`src/hw/rtl/rfalu_pkg.sv`:
```
// Shared types, opcodes and sizes for the register file ALU executor.
package rfalu_pkg;

    localparam int INDEX_BITS = 3;
    localparam int WORD_BITS  = 32;
    localparam int NUM_REGS   = 1 << INDEX_BITS;

    localparam logic [2:0] OP_CMOV = 3'd0;
    localparam logic [2:0] OP_ADD  = 3'd1;
    localparam logic [2:0] OP_MUL  = 3'd2;
    localparam logic [2:0] OP_DIV  = 3'd3;
    localparam logic [2:0] OP_NAND = 3'd4;
    localparam logic [2:0] OP_IN   = 3'd5;
    localparam logic [2:0] OP_OUT  = 3'd6;

    typedef logic [WORD_BITS-1:0]  word_t;
    typedef logic [INDEX_BITS-1:0] idx_t;

    typedef struct packed {
        logic [2:0] cmd;
        logic [2:0] reg_a;
        logic [2:0] reg_b;
        logic [2:0] reg_c;
        logic [7:0] in_byte;
        logic       in_eof;
    } instr_t;

    typedef struct packed {
        logic [7:0] out_byte;
        logic       out_valid;
        logic       div_zero;
    } result_t;

    // divider status seen by the sequencer
    typedef struct packed {
        logic busy;
        logic done;
    } div_stat_t;

endpackage

```
`src/hw/rtl/rfalu_if.sv`:
```
// Valid/ready channel interfaces for instructions and results.
interface rfalu_in_if import rfalu_pkg::*; ();
    logic   valid;
    logic   ready;
    instr_t data;

    modport source (output valid, output data, input ready);
    modport sink   (input valid, input data, output ready);
endinterface

interface rfalu_out_if import rfalu_pkg::*; ();
    logic    valid;
    logic    ready;
    result_t data;

    modport source (output valid, output data, input ready);
    modport sink   (input valid, input data, output ready);
endinterface

```
`src/hw/rtl/rfalu_ram.sv`:
```
// Generic RAM: one write port, two read ports with registered read data.
module rfalu_ram #(
    parameter int WIDTH = 32,
    parameter int DEPTH = 8
) (
    input  logic                     clk,
    input  logic                     we,
    input  logic [$clog2(DEPTH)-1:0] waddr,
    input  logic [WIDTH-1:0]         wdata,
    input  logic [$clog2(DEPTH)-1:0] raddr0,
    input  logic [$clog2(DEPTH)-1:0] raddr1,
    output logic [WIDTH-1:0]         rdata0,
    output logic [WIDTH-1:0]         rdata1
);

    logic [WIDTH-1:0] mem [DEPTH];

    always_ff @(posedge clk)
    begin
        if (we)
        begin
            mem[waddr] <= wdata;
        end
        rdata0 <= mem[raddr0];
        rdata1 <= mem[raddr1];
    end

endmodule

```
`src/hw/rtl/rfalu_div.sv`:
```
// Restoring unsigned divider, one quotient bit per cycle.
module rfalu_div import rfalu_pkg::*; (
    input  logic      clk,
    input  logic      rst_n,
    input  logic      start,
    input  word_t     dividend,
    input  word_t     divisor,
    output div_stat_t stat,
    output word_t     quotient
);

    localparam int CNT_BITS = $clog2(WORD_BITS + 1);

    logic [CNT_BITS-1:0] cnt_reg;
    logic                done_reg;
    word_t               rem_reg;
    word_t               quo_reg;
    word_t               dvs_reg;
    logic [WORD_BITS:0]  trial;

    assign trial = {rem_reg, quo_reg[WORD_BITS-1]} - {1'b0, dvs_reg};

    always_ff @(posedge clk or negedge rst_n)
    begin
        if (!rst_n)
        begin
            cnt_reg  <= '0;
            done_reg <= 1'b0;
        end
        else
        begin
            done_reg <= 1'b0;
            if (start)
            begin
                cnt_reg <= CNT_BITS'(WORD_BITS);
            end
            else if (cnt_reg != '0)
            begin
                cnt_reg <= cnt_reg - CNT_BITS'(1);
                if (cnt_reg == CNT_BITS'(1))
                begin
                    done_reg <= 1'b1;
                end
            end
        end
    end

    always_ff @(posedge clk)
    begin
        if (start)
        begin
            rem_reg <= '0;
            quo_reg <= dividend;
            dvs_reg <= divisor;
        end
        else if (cnt_reg != '0)
        begin
            if (!trial[WORD_BITS])
            begin
                rem_reg <= trial[WORD_BITS-1:0];
                quo_reg <= {quo_reg[WORD_BITS-2:0], 1'b1};
            end
            else
            begin
                rem_reg <= {rem_reg[WORD_BITS-2:0], quo_reg[WORD_BITS-1]};
                quo_reg <= {quo_reg[WORD_BITS-2:0], 1'b0};
            end
        end
    end

    assign stat.busy = (cnt_reg != '0);
    assign stat.done = done_reg;
    assign quotient  = quo_reg;

endmodule

```
`src/hw/rtl/register_file_alu_executor_unit.sv`:
```
// Top level: register file ALU executor with RAM-held registers and iterative divider.
// Executes one instruction at a time against eight 32-bit registers that start at zero.
// The registers live in a two-read-port RAM; a valid bit per register makes a never
// written register read as zero, so no clearing pass is needed after reset. An instruction
// passes through accept, execute and commit steps; its result enters the output register
// at commit, which waits while the output register is still full. A division with a
// nonzero divisor also runs the restoring divider between execute and commit. Every
// instruction gives exactly one result transaction; the next instruction is taken while
// that result still waits to be taken.
module register_file_alu_executor_unit import rfalu_pkg::*; (
    input  logic          clk,
    input  logic          rst_n,
    rfalu_in_if.sink      instr,
    rfalu_out_if.source   result
);

    localparam logic [1:0] S_IDLE = 2'd0;
    localparam logic [1:0] S_EXEC = 2'd1;
    localparam logic [1:0] S_DIV  = 2'd2;
    localparam logic [1:0] S_DONE = 2'd3;

    logic [1:0]        state_reg;
    logic [1:0]        state_next;
    logic [NUM_REGS-1:0] vld_reg;
    instr_t            ins_reg;
    logic              wr_en_reg;
    idx_t              wr_addr_reg;
    word_t             wr_data_reg;
    result_t           res_reg;
    logic              res_vld_reg;
    result_t           pend_reg;

    logic      accept;
    logic      out_free;
    logic      commit;
    idx_t      a_idx;
    idx_t      b_idx;
    idx_t      c_idx;
    word_t     rd_b;
    word_t     rd_c;
    word_t     opb;
    word_t     opc;
    word_t     mul_res;
    word_t     in_word;
    word_t     quotient;
    div_stat_t div_st;
    logic      div_start;

    assign accept   = instr.valid && instr.ready;
    assign out_free = !res_vld_reg || result.ready;
    assign commit   = (state_reg == S_DONE) && out_free;

    assign instr.ready  = (state_reg == S_IDLE);
    assign result.valid = res_vld_reg;
    assign result.data  = res_reg;

    assign a_idx = INDEX_BITS'(ins_reg.reg_a);
    assign b_idx = INDEX_BITS'(ins_reg.reg_b);
    assign c_idx = INDEX_BITS'(ins_reg.reg_c);

    // reads issue from the live payload; data lands in S_EXEC
    rfalu_ram #(
        .WIDTH (WORD_BITS),
        .DEPTH (NUM_REGS)
    ) u_regs (
        .clk    (clk),
        .we     (commit && wr_en_reg),
        .waddr  (wr_addr_reg),
        .wdata  (wr_data_reg),
        .raddr0 (INDEX_BITS'(instr.data.reg_b)),
        .raddr1 (INDEX_BITS'(instr.data.reg_c)),
        .rdata0 (rd_b),
        .rdata1 (rd_c)
    );

    assign opb     = vld_reg[b_idx] ? rd_b : '0;
    assign opc     = vld_reg[c_idx] ? rd_c : '0;
    assign mul_res = opb * opc;
    assign in_word = ins_reg.in_eof ? '1 : {{(WORD_BITS-8){1'b0}}, ins_reg.in_byte};

    assign div_start = (state_reg == S_EXEC) && (ins_reg.cmd == OP_DIV) && (opc != '0);

    rfalu_div u_div (
        .clk      (clk),
        .rst_n    (rst_n),
        .start    (div_start),
        .dividend (opb),
        .divisor  (opc),
        .stat     (div_st),
        .quotient (quotient)
    );

    always_comb
    begin
        state_next = state_reg;
        unique case (state_reg)
            S_IDLE: if (accept) state_next = S_EXEC;
            S_EXEC: state_next = div_start ? S_DIV : S_DONE;
            S_DIV:  if (div_st.done) state_next = S_DONE;
            S_DONE: if (out_free) state_next = S_IDLE;
            default: state_next = S_IDLE;
        endcase
    end

    always_ff @(posedge clk or negedge rst_n)
    begin
        if (!rst_n)
        begin
            state_reg   <= S_IDLE;
            vld_reg     <= '0;
            res_vld_reg <= 1'b0;
        end
        else
        begin
            state_reg <= state_next;
            if (commit && wr_en_reg)
            begin
                vld_reg[wr_addr_reg] <= 1'b1;
            end
            if (commit)
            begin
                res_vld_reg <= 1'b1;
            end
            else if (result.ready)
            begin
                res_vld_reg <= 1'b0;
            end
        end
    end

    always_ff @(posedge clk)
    begin
        if (accept)
        begin
            ins_reg <= instr.data;
        end
        if (commit)
        begin
            res_reg <= pend_reg;
        end
        if (state_reg == S_DIV && div_st.done)
        begin
            wr_data_reg <= quotient;
        end
        if (state_reg == S_EXEC)
        begin
            wr_en_reg   <= 1'b0;
            wr_addr_reg <= a_idx;
            wr_data_reg <= '0;
            pend_reg    <= '0;
            case (ins_reg.cmd)
                OP_CMOV:
                begin
                    wr_en_reg   <= (opc != '0);
                    wr_data_reg <= opb;
                end
                OP_ADD:
                begin
                    wr_en_reg   <= 1'b1;
                    wr_data_reg <= opb + opc;
                end
                OP_MUL:
                begin
                    wr_en_reg   <= 1'b1;
                    wr_data_reg <= mul_res;
                end
                OP_DIV:
                begin
                    wr_en_reg         <= (opc != '0);
                    pend_reg.div_zero <= (opc == '0);
                end
                OP_NAND:
                begin
                    wr_en_reg   <= 1'b1;
                    wr_data_reg <= ~(opb & opc);
                end
                OP_IN:
                begin
                    wr_en_reg   <= 1'b1;
                    wr_addr_reg <= c_idx;
                    wr_data_reg <= in_word;
                end
                OP_OUT:
                begin
                    pend_reg.out_byte  <= opc[7:0];
                    pend_reg.out_valid <= 1'b1;
                end
                default:
                begin
                end
            endcase
        end
    end

    a_accept_exec: assert property (@(posedge clk) disable iff (!rst_n)
        accept |=> state_reg == S_EXEC)
        else $error("accepted instruction did not move to execute");

    a_div_done_state: assert property (@(posedge clk) disable iff (!rst_n)
        div_st.done |-> state_reg == S_DIV)
        else $error("divider finished outside the divide state");

    a_div_active: assert property (@(posedge clk) disable iff (!rst_n)
        state_reg == S_DIV |-> (div_st.busy || div_st.done))
        else $error("divide state with an idle divider");

    a_dz_no_write: assert property (@(posedge clk) disable iff (!rst_n)
        (state_reg == S_DONE && pend_reg.div_zero) |-> !wr_en_reg)
        else $error("zero divisor would write the register file");

    a_res_fields: assert property (@(posedge clk) disable iff (!rst_n)
        (result.valid && result.data.out_valid) |-> !result.data.div_zero)
        else $error("output and divide error flagged together");

endmodule

```
`src/flat_wrapper.sv`:
```
// flat-port wrapper written by rule: the top's interface ports become plain ports
module register_file_alu_executor_unit_flat import rfalu_pkg::*;
  (clk, rst_n, instr_valid, instr_data, instr_ready, result_valid, result_data, result_ready);
  rfalu_in_if instr_i ();
  rfalu_out_if result_i ();
  input  logic clk;
  input  logic rst_n;
  input wire logic [$bits(instr_i.valid)-1:0] instr_valid;
  input wire logic [$bits(instr_i.data)-1:0] instr_data;
  output wire logic [$bits(instr_i.ready)-1:0] instr_ready;
  output wire logic [$bits(result_i.valid)-1:0] result_valid;
  output wire logic [$bits(result_i.data)-1:0] result_data;
  input wire logic [$bits(result_i.ready)-1:0] result_ready;
  assign instr_i.valid = instr_valid;
  assign instr_i.data = instr_data;
  assign instr_ready = instr_i.ready;
  assign result_valid = result_i.valid;
  assign result_data = result_i.data;
  assign result_i.ready = result_ready;
  register_file_alu_executor_unit u_core (.clk(clk), .rst_n(rst_n), .instr(instr_i), .result(result_i));
endmodule
```
`config.mk`:
```
export PLATFORM = sky130hd
export DESIGN_NAME = register_file_alu_executor_unit_flat
export DESIGN_NICKNAME = d
export VERILOG_FILES = /design/src/hw/rtl/rfalu_pkg.sv /design/src/hw/rtl/rfalu_if.sv /design/src/hw/rtl/rfalu_ram.sv /design/src/hw/rtl/rfalu_div.sv /design/src/hw/rtl/register_file_alu_executor_unit.sv /design/src/flat_wrapper.sv
export SDC_FILE = /design/constraint.sdc
export NUM_CORES = 2
export LEC_CHECK = 0
export ABC_AREA = 0
export BUFFER_PORTS_ARGS = -buffer_cell sky130_fd_sc_hd__buf_2
export CAP_MARGIN = 20
export CORE_MARGIN = 2
export CORE_UTILIZATION = 30
export CTS_BUF_LIST = sky130_fd_sc_hd__clkbuf_4
export DETAILED_ROUTE_END_ITERATION = 6
export GPL_TIMING_DRIVEN = 1
export SYNTH_ARGS = -nofsm -noshare
export SYNTH_HDL_FRONTEND = slang
export SYNTH_SLANG_ARGS = --single-unit
```
`constraint.sdc`:
```
create_clock -name clk -period 22.7 [get_ports clk]
set_input_delay 1.135 -clock clk [delete_from_list [all_inputs] [get_ports clk]]
set_output_delay 1.135 -clock clk [all_outputs]
set_load 0.01 [all_outputs]
```
# Word-level counts from Yosys, hierarchy flattened
# Memory sizes are Yosys's and may differ from the RTL's. A register that Yosys moved wholly into a read port is not among the register bits.
# Cells that the tools add are included.
dict set report totals {
  output_inout_bits 12
  wordCells 101
  mem_bits_rw 256
  inputBits 25
  regBits 191
  memories 1
}
dict set report op_classes {
  n_mul 1
  add_sub_neg 3
  n_lt_le_gt_ge 4
  n_eq_ne 13
  bitwise 3
  mux 33
  n_reduce_logical 20
}
# name words word_bits rd rd_clocked_by_memory_dff write_ports line
set memory_table {}
lappend memory_table {u_core.u_regs.mem 8 32 2 2 1 rfalu_ram.sv:16} ;# logic [WIDTH-1:0] mem [DEPTH];
# operator n
set op_table {}
lappend op_table {{32-bit two-way mux} 8}
lappend op_table {{32-bit case mux with 5 select lines} 1}
lappend op_table {{33-bit by 32-bit subtractor with 33-bit output} 1}
lappend op_table {{32-bit adder} 1}
lappend op_table {{32-bit AND} 1}
lappend op_table {{32-bit zero test} 1}
lappend op_table {{32-bit by 32-bit multiplier with 32-bit output} 1}
lappend op_table {{32-bit inverter} 1}
lappend op_table {{32-bit nonzero test} 1}
lappend op_table {{1-bit two-way mux} 13}
lappend op_table {{3-bit by 4-bit less-than comparator with 1-bit output (second input constant)} 3}
lappend op_table {{6-bit two-way mux} 2}
lappend op_table {{3-bit equality test (second input constant)} 3}
lappend op_table {{8-bit OR} 1}
lappend op_table {{2-bit case mux with 4 select lines} 1}
lappend op_table {{1-bit logical AND} 7}
lappend op_table {{1-bit binary-select mux with 3-bit select} 2}
lappend op_table {{3-bit by 2-bit equality test with 1-bit output (second input constant)} 2}
lappend op_table {{6-bit by 1-bit equality test with 1-bit output (second input constant)} 1}
lappend op_table {{2-bit two-way mux} 3}
lappend op_table {{2-bit nonzero test} 3}
lappend op_table {{6-bit nonzero test} 1}
lappend op_table {{6-bit by 1-bit subtractor with 6-bit output (second input constant)} 1}
lappend op_table {{2-bit equality test (second input constant)} 2}
lappend op_table {{15 further kinds} 16}

# Longest topological paths before layout
dict set report depth {
  ltp_word 7
  ltp_mapped 33
  depth_no_buf 31
}

# Modules after synthesis
# A second synthesis with hierarchy kept.
dict set report unflattened {
  cells_unflattened 3555
  hier_area_um2 40511.4
}
# mod area_each_um2 cells_each seq_area_each_um2 instances
set modules_own_cells {}
lappend modules_own_cells {register_file_alu_executor_unit 21235.4 2391 2587.5 1}
lappend modules_own_cells {rfalu_ram 13180.1 561 8968.6 1}
lappend modules_own_cells {rfalu_div 6095.8 603 2737.6 1}

# Least setup slack after synthesis
# Ideal clock, no wire load.
dict set report synth_timing {
  path_type {register to register}
  from {register u_core.ins_reg (netlist bit u_core.c_idx[1])}
  to {register u_core.wr_data_reg[28], data pin}
  path_buffers 3
  path_slack_ps 14415
  path_stages_with_launch 29
  synth_period_minus_slack_ps 8285
  setup_time_ps 274
  t_required_ps 22426
  t_arrival_ps 8011
  path_cell_list {edfxtp_1 > mux4_1 > mux2_4 > buf_12 > nand2_2 > clkbuf_1 > inv_1 > clkbuf_1 > ha_1 > inv_1 > fa_1 > fa_1 > inv_1 > fa_1 > inv_1 > fa_1 > inv_1 > fa_1 > fa_1 > fa_1 > fa_1 > ha_1 > a2111o_1 > a31oi_2 > o31ai_1 > a311oi_1 > xnor2_1 > a221oi_1 > o22ai_1}
}
dict set report synth_via {
  elab_cells_between_ends 9
  cone_classes {add/sub: 1; mul: 1; mux: 5; bitwise: 2}
}
# item line
set synth_lines {}
lappend synth_lines {{start: declaration} register_file_alu_executor_unit.sv:25} ;# instr_t ins_reg;
lappend synth_lines {{start signal: assignment} register_file_alu_executor_unit.sv:135} ;# ins_reg <= instr.data;
lappend synth_lines {{1-bit binary-select mux with 3-bit select (*)} register_file_alu_executor_unit.sv:77} ;# assign opc = vld_reg[c_idx] ? rd_c : '0;
lappend synth_lines {{1-bit two-way mux (not written as such) (*)} register_file_alu_executor_unit.sv:77}
lappend synth_lines {{32-bit two-way mux (*)} register_file_alu_executor_unit.sv:77}
lappend synth_lines {{via u_core.opc[9]} register_file_alu_executor_unit.sv:42} ;# word_t opc;
lappend synth_lines {{32-bit by 32-bit multiplier with 32-bit output / 32-bit adder (equally long branches)} {register_file_alu_executor_unit.sv:78, register_file_alu_executor_unit.sv:160}}
lappend synth_lines {{32-bit case mux with 5 select lines (*)} register_file_alu_executor_unit.sv:151} ;# case (ins_reg.cmd)
lappend synth_lines {{32-bit two-way mux (*)} register_file_alu_executor_unit.sv:145} ;# if (state_reg == S_EXEC)
lappend synth_lines {{end signal: assignment} register_file_alu_executor_unit.sv:143} ;# wr_data_reg <= quotient;
lappend synth_lines {{end signal: assignment} register_file_alu_executor_unit.sv:155} ;# wr_data_reg <= opb;
lappend synth_lines {{end signal: assignment} register_file_alu_executor_unit.sv:160} ;# wr_data_reg <= opb + opc;
lappend synth_lines {{end: declaration} register_file_alu_executor_unit.sv:28} ;# word_t wr_data_reg;
# Mark *: on every way through the listed nets, which the timed path passes. The rest lies on a longest branch. The select of a mux whose other input is x is not followed.
# A chain may end at the register's enable or synchronous reset.

# Worst setup path after layout
dict set report layout_timing {
  from {register u_core.ins_reg (netlist bit u_core.b_idx[0])}
  to {register u_core.wr_data_reg[31], data pin}
}
dict set report layout_via {
  elab_chain_cells 7
  elab_cells_between_ends 9
  cone_classes {add/sub: 1; mul: 1; mux: 5; bitwise: 2}
}
# item line
set layout_rtl {}
lappend layout_rtl {{1-bit binary-select mux with 3-bit select (*)} register_file_alu_executor_unit.sv:76} ;# assign opb = vld_reg[b_idx] ? rd_b : '0;
lappend layout_rtl {{1-bit two-way mux (not written as such) (*)} register_file_alu_executor_unit.sv:76}
lappend layout_rtl {{32-bit two-way mux (*)} register_file_alu_executor_unit.sv:76}
lappend layout_rtl {{branches (longest 2 deep; another with 32-bit by 32-bit multiplier with 32-bit output)} n/a}
lappend layout_rtl {{32-bit case mux with 5 select lines (*)} register_file_alu_executor_unit.sv:151}
lappend layout_rtl {{32-bit two-way mux (*)} register_file_alu_executor_unit.sv:145}
lappend layout_rtl {{end signal: assignment} register_file_alu_executor_unit.sv:143}
lappend layout_rtl {{end signal: assignment} register_file_alu_executor_unit.sv:155}
lappend layout_rtl {{end signal: assignment} register_file_alu_executor_unit.sv:175} ;# wr_data_reg <= ~(opb & opc);
# Every way passes the cells marked *. The select of a mux whose other input is x is not followed.

==> results.json <==
{
  "status": "finished with violations",
  "violations": "DRC",
  "rsz0062_at_grt": "false",
  "drive_above_1_share_pct": 16.0,
  "track_usage_pct": 18.3,
  "viasPerCell": 5.11,
  "crit_family": "adder cells",
  "gr-total-overflow": 0,
  "start_kind": "register",
  "start_util_pct": 30.2,
  "cts_tree": "done",
  "syn_inst": 3512,
  "cp-end-kind": "register",
  "die_h_microns": 367,
  "grt_pass1_vias": 28600,
  "core_sq_um": 131000,
  "critPathArrivalTime_ps": 10930,
  "critical_path_class": "reg2reg",
  "regArea_sq_um": 14300,
  "syn-mean-instance-area_sq_um": 11.3,
  "reg2reg_slack_ps": 12480,
  "topRoutingLayerUsed": "met5",
  "seq_area_frac_synth_pct": 36.1,
  "vias": 28000,
  "fillers": 13200,
  "finalSetupViolations": 0,
  "antenna_found_initial": 12,
  "route.met3.wl_mm": 11.6,
  "ys_ff_latch": 511,
  "regMostFlops": "u_core.u_regs.mem",
  "synth_cell_types": 90,
  "finClkSkew_ps": 58.8,
  "route.met2.wl_mm": 57.4,
  "clock_path_buffers": 3,
  "fmax_ghz": 0.0979,
  "worstPathRequired_ps": 23410,
  "instances_no_fill": 5476,
  "dr.pass1.iters": 7,
  "io_buffers": 36,
  "cts_made_buffers": 138,
  "multi_input_area_sq_um": 22700,
  "reg2reg_from": "u_core.b_idx[0]",
  "hold_class": "in2async",
  "cp_max_fo": 33,
  "period_share_pct": 45.0,
  "rows": 133,
  "synth_edf_count": 397,
  "yosysWarnings": 0,
  "antenna_left": 0,
  "yosysTopAreaCellShare_pct": 30.1,
  "maxCapViolCount": 0,
  "syn-cell-area_sq_um": 39600,
  "gp_congestion": 0.968,
  "dp.cells": 5211,
  "clk_pin_slew_worst_paths_ps": 70,
  "drt_iter0_markers": 2565,
  "nets": 4225,
  "clockRootBuffer": "clkbuf_4",
  "tightest_slew_ps": 1040,
  "wirelength_mm": 124,
  "syn_to_final_growth_pct": 10.7,
  "io_pins": 37,
  "dp_hpwl_mm": 87.8,
  "clock_latency_ps": 1010,
  "die_area_sq_um": 135000,
  "grt_max_degree": 99,
  "die_w_microns": 367,
  "tns_ps": 0,
  "r2r_cells": 28,
  "rr_endpoint": "u_core.wr_data_reg[31]",
  "postCtsResizedCells": 0,
  "largest_reg_flops": 256,
  "grt_pass1_wl_mm": 185,
  "cp_slowest_stage_delay_ps": 640,
  "slew_violations": 0,
  "synth_area_leaders": "edfxtp_1 (30%), fa_1 (21%), mux4_2 (7.4%)",
  "synth_top_flop_cell": "edfxtp_1",
  "cts_setup_buffers": 0,
  "wl_per_cell_microns": 22.6,
  "cts_num_sinks": 511,
  "critPathBufInv": 6,
  "drc_errors": 6,
  "htreeDepth": 4,
  "finalHoldViolCount": 0,
  "synth_nets": 4140,
  "crit_slowest_cell": "a2111oi_0",
  "cpMostUsedCell": "fa_1",
  "slew_headroom_pct": 30.6,
  "synth_area_leader_cell": "edfxtp_1",
  "synthArstFlopShare_pct": 3.52,
  "period_needed_ps": 10220,
  "drt-met1-wl_mm": 50.7,
  "cts_hold_buffers": 0
}
## logic make-up (layout without fill, tap and decap cells)
kind of cell	Yosys count	in the layout	synth area share [%]
compound gates	453	453	7.36
xor+xnor	138	138	3.18
fa+ha+maj	603	603	26.8
buf+inv	683	883	6.74
flops	511	511	36.1
mux	228	228	10.2
other cells	0	9	0
simple gates	896	896	9.66
## placed cells by master (no fill, tap or decap), drive strengths merged, types with 25 or more instances in the layout
cell type | Yosys | layout
inv | 512 | 516
fa | 410 | 410
edfxtp | 397 | 397
nor2 | 382 | 382
nand2 | 351 | 351
clkbuf | 119 | 209
ha | 193 | 193
mux4 | 132 | 132
o21ai | 132 | 132
a21oi | 115 | 115
xnor2 | 100 | 100
buf | 34 | 100
dfxtp | 96 | 96
mux2 | 67 | 67
clkinv | 16 | 49
a21o | 36 | 36
xor2 | 36 | 36
mux2i | 29 | 29
o22ai | 27 | 27
nand3 | 25 | 25
## routing by layer
metal / track usage, % / vias to the layer above
met4: 6.57 / 14
met3: 4.34 / 241
met1: 24.4 / 14300
met5: 0 / -
li1: - / 12100
met2: 29.1 / 1313
## Yosys cell counts, types with 9 or more instances
cell and instances:
a221oi_1 15, nor4_1 14, a21o_1 36, mux2_2 65, nor2b_1 9, mux4_2 131, clkbuf_1 118, dfxtp_1 96
a211oi_1 19, clkinv_1 16, o211ai_1 10, nand3_1 25, nand4_1 11, o221ai_1 24, o21ai_0 129, o21a_1 13
a21oi_1 114, dfrtp_1 18, xnor2_1 97, ha_1 193, buf_1 23, nand2_1 339, inv_1 510, mux2i_1 29
and2_1 16, nor2_1 380, fa_1 410, o22ai_1 26, or2_2 13, edfxtp_1 397, xor2_1 36, nand2b_1 21
o21bai_1 9, nor3_1 24
## cell type report
type,instances,share of cell area [%]
Tap cell,1755,5.01
Antenna cell,9,0.0514
Sequential cell,511,32.6
Clock buffer,209,3.58
Inverter,528,4.52
Timing Repair Buffer,100,1.56
Clock inverter,46,0.802
Multi-Input combinational cell,2318,51.9
## worst max-delay path by stage
stage | slack (ps) | from | end | cells past startpoint
2_1_floorplan | 14410 | u_core.c_idx[1] | u_core.wr_data_reg[28] | 28
3_3_place_gp | 12970 | u_core.c_idx[1] | u_core.wr_data_reg[28] | 29
3_5_place_dp | 12810 | u_core.b_idx[0] | u_core.wr_data_reg[31] | 28
4_1_cts | 12710 | u_core.b_idx[0] | u_core.wr_data_reg[31] | 28
5_1_grt | 12110 | u_core.b_idx[0] | u_core.wr_data_reg[31] | 28
6_report | 12480 | u_core.b_idx[0] | u_core.wr_data_reg[31] | 28
## through the flow
| stage | setup slack (ps) | hold WS [ps] | util [%] | area (sq um) |
|---|---|---|---|---|
| after global placement | 12970 | 435 | 31.9 | 41900 |
| final | 12480 | 132 | 33.4 | 43800 |
| after floorplan | 14410 | 400 | - | 39600 |
| after global routing | 12110 | 91.5 | 33.4 | 43800 |
| after detailed placement | 12810 | 432 | 31.9 | 41900 |
| after CTS | 12710 | 60.8 | 33.4 | 43800 |
Power is not shown: default switching activity piles up to over one toggle a cycle in this logic, so the estimate is an artifact.
